## src/sv/sfq_pkg.sv

```systemverilog
// Package of the sorted node queue: sizes, item types, operation codes and states.
// Used by the top level, the entry RAM user and the checker.
`timescale 1ns / 1ps

package sfq_pkg;

  localparam int DEPTH    = 16;
  localparam int ID_BITS  = 8;
  localparam int KEY_BITS = 32;
  localparam int KIND_W   = 3;
  localparam int IDX_W    = (DEPTH > 1) ? $clog2(DEPTH) : 1;
  localparam int CNT_W    = $clog2(DEPTH + 1);
  localparam int ENT_W    = ID_BITS + KEY_BITS;

  typedef logic [ID_BITS-1:0]         id_t;
  typedef logic signed [KEY_BITS-1:0] key_t;
  typedef logic [CNT_W-1:0]           cnt_t;
  typedef logic [IDX_W-1:0]           idx_t;

  typedef struct packed {
    id_t  id;
    key_t key;
  } entry_t;

  localparam cnt_t FULL_CNT = cnt_t'(DEPTH);

  typedef enum logic [KIND_W-1:0] {
    K_APPEND   = 3'd0,
    K_INSERT   = 3'd1,
    K_PEEK     = 3'd2,
    K_DEQ      = 3'd3,
    K_REMOVE   = 3'd4,
    K_CONTAINS = 3'd5
  } kind_t;

  typedef enum logic [1:0] {
    S_IDLE,
    S_READ,
    S_EVAL,
    S_PUT
  } state_t;

endpackage

```

## src/sv/sfq_ram.sv

```systemverilog
// Generic single-write, single-read RAM with a registered read port.
// No dependencies; holds the entries of the sorted node queue.
`timescale 1ns / 1ps

module sfq_ram #(
  parameter int WIDTH = 8,
  parameter int DEPTH = 16,
  parameter int AW    = (DEPTH > 1) ? $clog2(DEPTH) : 1
) (
  input  logic             clk,
  input  logic             we,
  input  logic [AW-1:0]    waddr,
  input  logic [WIDTH-1:0] wdata,
  input  logic [AW-1:0]    raddr,
  output logic [WIDTH-1:0] rdata
);

  logic [WIDTH-1:0] mem [DEPTH];

  always_ff @(posedge clk) begin
    if (we) begin
      mem[waddr] <= wdata;
    end
    rdata <= mem[raddr];
  end

endmodule

```

## src/sv/sorted_fifo_node_queue.sv

```systemverilog
// Sorted node queue: an ordered array of node identifiers with signed keys.
// Depends on sfq_pkg and sfq_ram.
`timescale 1ns / 1ps
//
// Usage: present in_kind, in_node_id and in_key with in_start high; the item
// is taken at a clock edge where in_start is high and busy is low. Each item
// returns exactly one result, shown for one cycle with out_valid high; the
// receiver cannot stall, so it must take the result in that cycle.
// Append, operations on an empty queue, inserts into a full queue and unused
// kinds finish at once: the result appears in the cycle after the item
// is taken and busy stays low, so such items may follow back to back.
// The other operations walk the entry RAM with one compare unit. Each entry
// visited passes through a RAM read state, then a compare and write-back
// state, and the next item can be taken only once the walk has ended;
// busy is high until the result appears. Sorted insert walks from the head
// and, from the first entry with a larger key on, carries each entry up one
// slot, ending with a write at the tail; dequeue and remove walk from the
// head, shifting the later entries down once the leaving entry is passed.
// Synchronous reset empties the queue; the RAM contents are not cleared,
// because only entries below the occupancy are ever read.

module sorted_fifo_node_queue (
  input  logic                   clk,
  input  logic                   rst_n,
  input  logic                   in_start,
  output logic                   busy,
  input  logic [2:0]             in_kind,
  input  sfq_pkg::id_t           in_node_id,
  input  sfq_pkg::key_t          in_key,
  output logic                   out_valid,
  output logic                   out_status,
  output logic                   out_found,
  output sfq_pkg::id_t           out_head_id,
  output sfq_pkg::key_t          out_head_key,
  output sfq_pkg::cnt_t          out_occupancy
);

  import sfq_pkg::*;

  state_t state_r, state_nxt;
  kind_t  op_r, op_nxt;
  id_t    id_r, id_nxt;
  key_t   key_r, key_nxt;
  cnt_t   cnt_r, cnt_nxt;
  cnt_t   idx_r, idx_nxt;
  logic   hit_r, hit_nxt;
  entry_t head_r, head_nxt;

  logic   out_valid_r, out_valid_nxt;
  logic   out_status_r, out_status_nxt;
  logic   out_found_r, out_found_nxt;
  entry_t out_head_r, out_head_nxt;
  cnt_t   out_occ_r, out_occ_nxt;

  logic   ram_we;
  idx_t   ram_waddr, ram_raddr;
  entry_t ram_wdata, rd_ent, in_ent, new_ent;
  logic [ENT_W-1:0] ram_rdata;

  logic   fin, fin_status, fin_found;
  entry_t fin_head;
  cnt_t   idx_m1, idx_p1;
  logic   full, empty;

  sfq_ram #(
    .WIDTH (ENT_W),
    .DEPTH (DEPTH)
  ) u_entries (
    .clk   (clk),
    .we    (ram_we),
    .waddr (ram_waddr),
    .wdata (ram_wdata),
    .raddr (ram_raddr),
    .rdata (ram_rdata)
  );

  assign rd_ent  = entry_t'(ram_rdata);
  assign in_ent  = '{id: in_node_id, key: in_key};
  assign new_ent = '{id: id_r, key: key_r};
  assign idx_m1  = idx_r - cnt_t'(1);
  assign idx_p1  = idx_r + cnt_t'(1);
  assign full    = (cnt_r >= FULL_CNT);
  assign empty   = (cnt_r == '0);

  // Every walk moves from the head toward the tail and reads at the index.
  assign ram_raddr = idx_r[IDX_W-1:0];

  always_ff @(posedge clk) begin
    if (!rst_n) begin
      state_r     <= S_IDLE;
      cnt_r       <= '0;
      out_valid_r <= 1'b0;
    end else begin
      state_r     <= state_nxt;
      cnt_r       <= cnt_nxt;
      out_valid_r <= out_valid_nxt;
    end
  end

  always_ff @(posedge clk) begin
    op_r         <= op_nxt;
    id_r         <= id_nxt;
    key_r        <= key_nxt;
    idx_r        <= idx_nxt;
    hit_r        <= hit_nxt;
    head_r       <= head_nxt;
    out_status_r <= out_status_nxt;
    out_found_r  <= out_found_nxt;
    out_head_r   <= out_head_nxt;
    out_occ_r    <= out_occ_nxt;
  end

  always_comb begin
    state_nxt  = state_r;
    op_nxt     = op_r;
    id_nxt     = id_r;
    key_nxt    = key_r;
    cnt_nxt    = cnt_r;
    idx_nxt    = idx_r;
    hit_nxt    = hit_r;
    head_nxt   = head_r;
    ram_we     = 1'b0;
    ram_waddr  = '0;
    ram_wdata  = new_ent;
    fin        = 1'b0;
    fin_status = 1'b0;
    fin_found  = 1'b0;
    fin_head   = '0;

    case (state_r)
      S_IDLE: begin
        if (in_start) begin
          op_nxt  = kind_t'(in_kind);
          id_nxt  = in_node_id;
          key_nxt = in_key;
          idx_nxt = '0;
          hit_nxt = 1'b0;
          case (kind_t'(in_kind))
            K_APPEND: begin
              fin = 1'b1;
              if (full) begin
                fin_status = 1'b1;
              end else begin
                ram_we    = 1'b1;
                ram_waddr = cnt_r[IDX_W-1:0];
                ram_wdata = in_ent;
                cnt_nxt   = cnt_r + cnt_t'(1);
              end
            end
            K_INSERT: begin
              if (full) begin
                fin        = 1'b1;
                fin_status = 1'b1;
              end else if (empty) begin
                fin       = 1'b1;
                ram_we    = 1'b1;
                ram_waddr = '0;
                ram_wdata = in_ent;
                cnt_nxt   = cnt_r + cnt_t'(1);
              end else begin
                state_nxt = S_READ;
              end
            end
            K_PEEK, K_DEQ, K_REMOVE, K_CONTAINS: begin
              if (empty) begin
                fin        = 1'b1;
                fin_status = 1'b1;
              end else begin
                state_nxt = S_READ;
              end
            end
            default: begin
              fin        = 1'b1;
              fin_status = 1'b1;
            end
          endcase
        end
      end

      S_READ: begin
        state_nxt = S_EVAL;
      end

      S_EVAL: begin
        state_nxt = S_READ;
        if (idx_r == '0) begin
          head_nxt = rd_ent;
        end
        case (op_r)
          K_INSERT: begin
            // Stable order: the new item takes the slot of the first entry with a larger
            // key, and from there on each entry read is carried one slot up.
            if (hit_r || ($signed(rd_ent.key) > $signed(key_r))) begin
              ram_we    = 1'b1;
              ram_waddr = idx_r[IDX_W-1:0];
              ram_wdata = new_ent;
              id_nxt    = rd_ent.id;
              key_nxt   = rd_ent.key;
              hit_nxt   = 1'b1;
            end
            idx_nxt = idx_p1;
            if (idx_p1 == cnt_r) begin
              state_nxt = S_PUT;
            end
          end
          K_PEEK: begin
            fin      = 1'b1;
            fin_head = rd_ent;
          end
          K_DEQ, K_REMOVE: begin
            // Once the leaving entry is passed, every later entry moves down one slot.
            if (hit_r) begin
              ram_we    = 1'b1;
              ram_waddr = idx_m1[IDX_W-1:0];
              ram_wdata = rd_ent;
            end else if (op_r == K_DEQ || rd_ent.id == id_r) begin
              hit_nxt = 1'b1;
            end
            idx_nxt = idx_p1;
            if (idx_p1 == cnt_r) begin
              fin        = 1'b1;
              fin_status = !hit_nxt;
              if (hit_nxt) begin
                cnt_nxt = cnt_r - cnt_t'(1);
              end
              if (op_r == K_DEQ) begin
                fin_head = head_nxt;
              end
            end
          end
          K_CONTAINS: begin
            idx_nxt = idx_p1;
            if (rd_ent.id == id_r) begin
              fin       = 1'b1;
              fin_found = 1'b1;
            end else if (idx_p1 == cnt_r) begin
              fin = 1'b1;
            end
          end
          default: begin
            fin        = 1'b1;
            fin_status = 1'b1;
          end
        endcase
      end

      S_PUT: begin
        // The carried entry, or the new item when nothing was larger, lands at the tail.
        ram_we    = 1'b1;
        ram_waddr = idx_r[IDX_W-1:0];
        ram_wdata = new_ent;
        cnt_nxt   = cnt_r + cnt_t'(1);
        fin       = 1'b1;
      end

      default: begin
        state_nxt = S_IDLE;
      end
    endcase

    if (fin) begin
      state_nxt = S_IDLE;
    end

    out_valid_nxt  = fin;
    out_status_nxt = fin ? fin_status : out_status_r;
    out_found_nxt  = fin ? fin_found : out_found_r;
    out_head_nxt   = fin ? fin_head : out_head_r;
    out_occ_nxt    = fin ? cnt_nxt : out_occ_r;
  end

  assign busy          = (state_r != S_IDLE);
  assign out_valid     = out_valid_r;
  assign out_status    = out_status_r;
  assign out_found     = out_found_r;
  assign out_head_id   = out_head_r.id;
  assign out_head_key  = out_head_r.key;
  assign out_occupancy = out_occ_r;

endmodule

```

## config.mk

```make
export PLATFORM = sky130hd
export DESIGN_NAME = sorted_fifo_node_queue
export DESIGN_NICKNAME = d
export VERILOG_FILES = /design/src/sv/sfq_pkg.sv /design/src/sv/sfq_ram.sv /design/src/sv/sorted_fifo_node_queue.sv
export SDC_FILE = /design/constraint.sdc
export NUM_CORES = 1
export LEC_CHECK = 0
export ABC_CLOCK_PERIOD_IN_PS = 14000
export BUFFER_PORTS_ARGS = -buffer_cell sky130_fd_sc_hd__buf_2
export CAP_MARGIN = 20
export CORE_ASPECT_RATIO = 1.2
export CORE_UTILIZATION = 35
export CTS_CLUSTER_SIZE = 28
export DETAILED_ROUTE_END_ITERATION = 12
export PLACE_DENSITY_LB_ADDON = 0.25
export SLEW_MARGIN = 20
export SYNTH_ARGS = -nofsm -noshare
export SYNTH_HDL_FRONTEND = slang
export SYNTH_SLANG_ARGS = --single-unit
```

## constraint.sdc

```tcl
create_clock -name clk -period 14 [get_ports clk]
set_clock_uncertainty 0.15 [all_clocks]
set_input_delay 1.4 -clock clk [delete_from_list [all_inputs] [get_ports clk]]
set_output_delay 1.4 -clock clk [all_outputs]
set_load 0.02 [all_outputs]
```

==> flow_summary.yaml <==
run_status:
  outcome: "completed"
die:
  rows: 123
  die_w_um: 284.0
  dieArea_um2: 96700
  coreArea_um2: 94190
  die_h_um: 340.5
  io_pins: 95
  initial_core_util_pct: 35.47
place:
  place_congestion: 0.8149
  io_buffers: 94
  dpl.cell_count: 3007
  dp_hpwl_mm: 46.78
final_layout:
  fillers: 8398
  syn2layout_area_growth_pct: 14.70
  multi_input_area_um2: 8668
  antenna_cells: 0
  layout.nets: 1935
  seq_area_um2: 24260
  final_cell_count_no_fill: 3163
  drive_gt1_share_pct: 30.48
clock_network:
  cts_max_level: 3
  cts-buffers-inserted: 83
  clkTransAtPathRegs_ns: 0.06
  clk_latency_ns: 0.65
  cts_tree: "done"
  cts.sinks: 824
  cts_setup_buffers: 0
  cts.repair.resized: 0
  cts_buffer_depth: 3
  clockRootBuffer: "clkbuf_16"
  postCtsHoldBufs: 0
yosys:
  synthArstFlopShare_pct: 0
  synth_area_um2: 33410
  synth_cell_type_count: 71
  avgSynthCellArea_um2: 19.50
  synth-edff-count: 776
  ys_ff_latch: 824
  yosysWarningCount: 0
  synth.most_common_cell: "edfxtp_1"
  synth_area_leaders: "edfxtp_1 (70%), mux4_2 (13%), dfxtp_1 (2.9%)"
  synth_top_area_cell: "edfxtp_1"
  yosysTopAreaCellShare_pct: 69.74
  synth_nets: 1805
  synth_flop_cell: "edfxtp_1"
  synth_seq_area_share_pct: 72.62
  synth_common_cells: "edfxtp_1 (776), mux4_2 (200), inv_1 (91)"
  synthCells: 1713
sta:
  fin_tns_setup_ns: 0
  rsz0062_at_grt: "no"
  timing.hold.ws_ns: 0.4181
  relSlewSlack_pct: 29.40
  drv_slew: 0
  tightest_slew_ns: 1.059
  fin_crit_sh_pct: 37.68
  min_period_ns: 5.276
  setup_viol: 0
  hold_viol_final: 0
  fmax_mhz: 189.6
route:
  vias: 16910
  wl_per_cell_um: 25.63
  drt-total-wl_mm: 81.08
  antenna_left: 0
  via_per_inst: 5.347
  first_pass_iters: 8
  drc: 0
  drt_iter0_markers: 1501
min_path:
  hold_class: "flop to flop"
setup_path:
  crit_arrival_ns: 5.38
  critPathKind: "input port to flop"
  critPathCaptureType: "flop"
  cp_max_fo: 42
  cp-start-kind: "input port"
  crit_required_ns: 14.10
global_route:
  antenna_found_initial: 0
  first_global_vias: 17790
  globalRouteOverflowTotal: 0
  grt.total_usage_pct: 16.91
  grt_pass1_wl_mm: 120.0
  grt_start_max_net_pins: 67
pwr:
  p_leak_nw: 12.43
  power_w: 0.005190
  ir_drop_uv: 103.4
  p_per_area_nw_per_um2: 135.4
flow_run:
  drv_cap: 0
## critical path, cell delays in order
cell and delay, ns:
buf_2 0.13, or4b_1 0.61, a211oi_4 0.24, buf_4 0.65, nor2_1 0.26, nor2_1 0.25, inv_1 0.12, o41ai_2 0.08
o2111ai_1 0.40, nor2_4 0.61, buf_4 0.60
## power by group
group	internal [W]	leakage [nW]	switching, W
clock network	0.00125	1.32	0.000947
logic	0.0000876	3.61	0.000149
registers	0.00273	7.50	0.0000227
total	0.00407	12.4	0.00112
## path summary, 6_finish.rpt
kind / startpoint / to / slack, ns / depth (start not counted)
max: in_kind[1] / u_entries.mem[1][34] / 8.72 / 11
min: head_r[10] / head_r[10] / 0.42 / 1
max reg2reg: state_r[1] / u_entries.mem[1][34] / 8.73 / 12
min reg2reg: head_r[10] / head_r[10] / 0.42 / 1
## sequential cells by signal, summed over array words and instances (netlist names), 8 cells and up
name / flops
head_r: 40
u_entries.mem: 640
u_entries.rdata: 40
out_head_key: 32
key_r: 32
out_head_id: 8
id_r: 8
## layout make-up
type | count | area share [%]
Tap cell | 1250 | 4.081
Inverter | 91 | 0.8913
Clock inverter | 46 | 1.064
Timing Repair Buffer | 134 | 2.063
Clock buffer | 109 | 5.968
Sequential cell | 824 | 63.31
Multi-Input combinational cell | 709 | 22.62
## layout by cell type (no fill, tap or decap), types with 5 or more instances in the layout
cell type / count
o211ai_1: 6
nor2_4: 14
clkbuf_8: 7
nor2_1: 64
nor3_1: 9
or3_1: 5
dfxtp_1: 48
a21oi_1: 31
and3_1: 5
clkinv_2: 15
xor2_1: 6
nand2b_1: 5
inv_6: 6
a31oi_1: 5
bufinv_16: 5
buf_4: 39
inv_1: 90
clkbuf_1: 17
edfxtp_1: 776
nand2_1: 28
xnor2_1: 12
ha_1: 45
buf_2: 94
a22oi_1: 43
a222oi_1: 40
clkinv_1: 11
clkbuf_16: 85
nand3_1: 7
mux4_2: 200
mux2_2: 80
o21ai_0: 20
nand4_1: 8
## cells by family after synthesis
family / share of synthesized area (%)
flip-flops: 72.62
multiplexers: 16.24
AO/OA/AOI/OAI: 4.258
buffers and inverters: 2.067
AND/OR/NAND/NOR: 2.621
adder cells (fa/ha/maj): 1.723
XOR/XNOR: 0.4719
## stage by stage
step	instance area (um^2)	util, %	worst slack, ns
6_report	38320	40.69	8.724
5_1_grt	38320	40.69	8.428
4_1_cts	38300	40.66	8.363
3_5_place_dp	35600	37.80	8.114
3_3_place_gp	35600	37.80	8.206
2_1_floorplan	33410	-	7.408
## metal layers
layer,part of all wire (%),track usage (%),up-vias
met5,0,0,-
met4,2.7,5.578,0
met3,5.8,3.204,112
met2,49,27.93,504
met1,42,22.47,8971
li1,-,-,7326
Power figures use the tool's default switching activity.
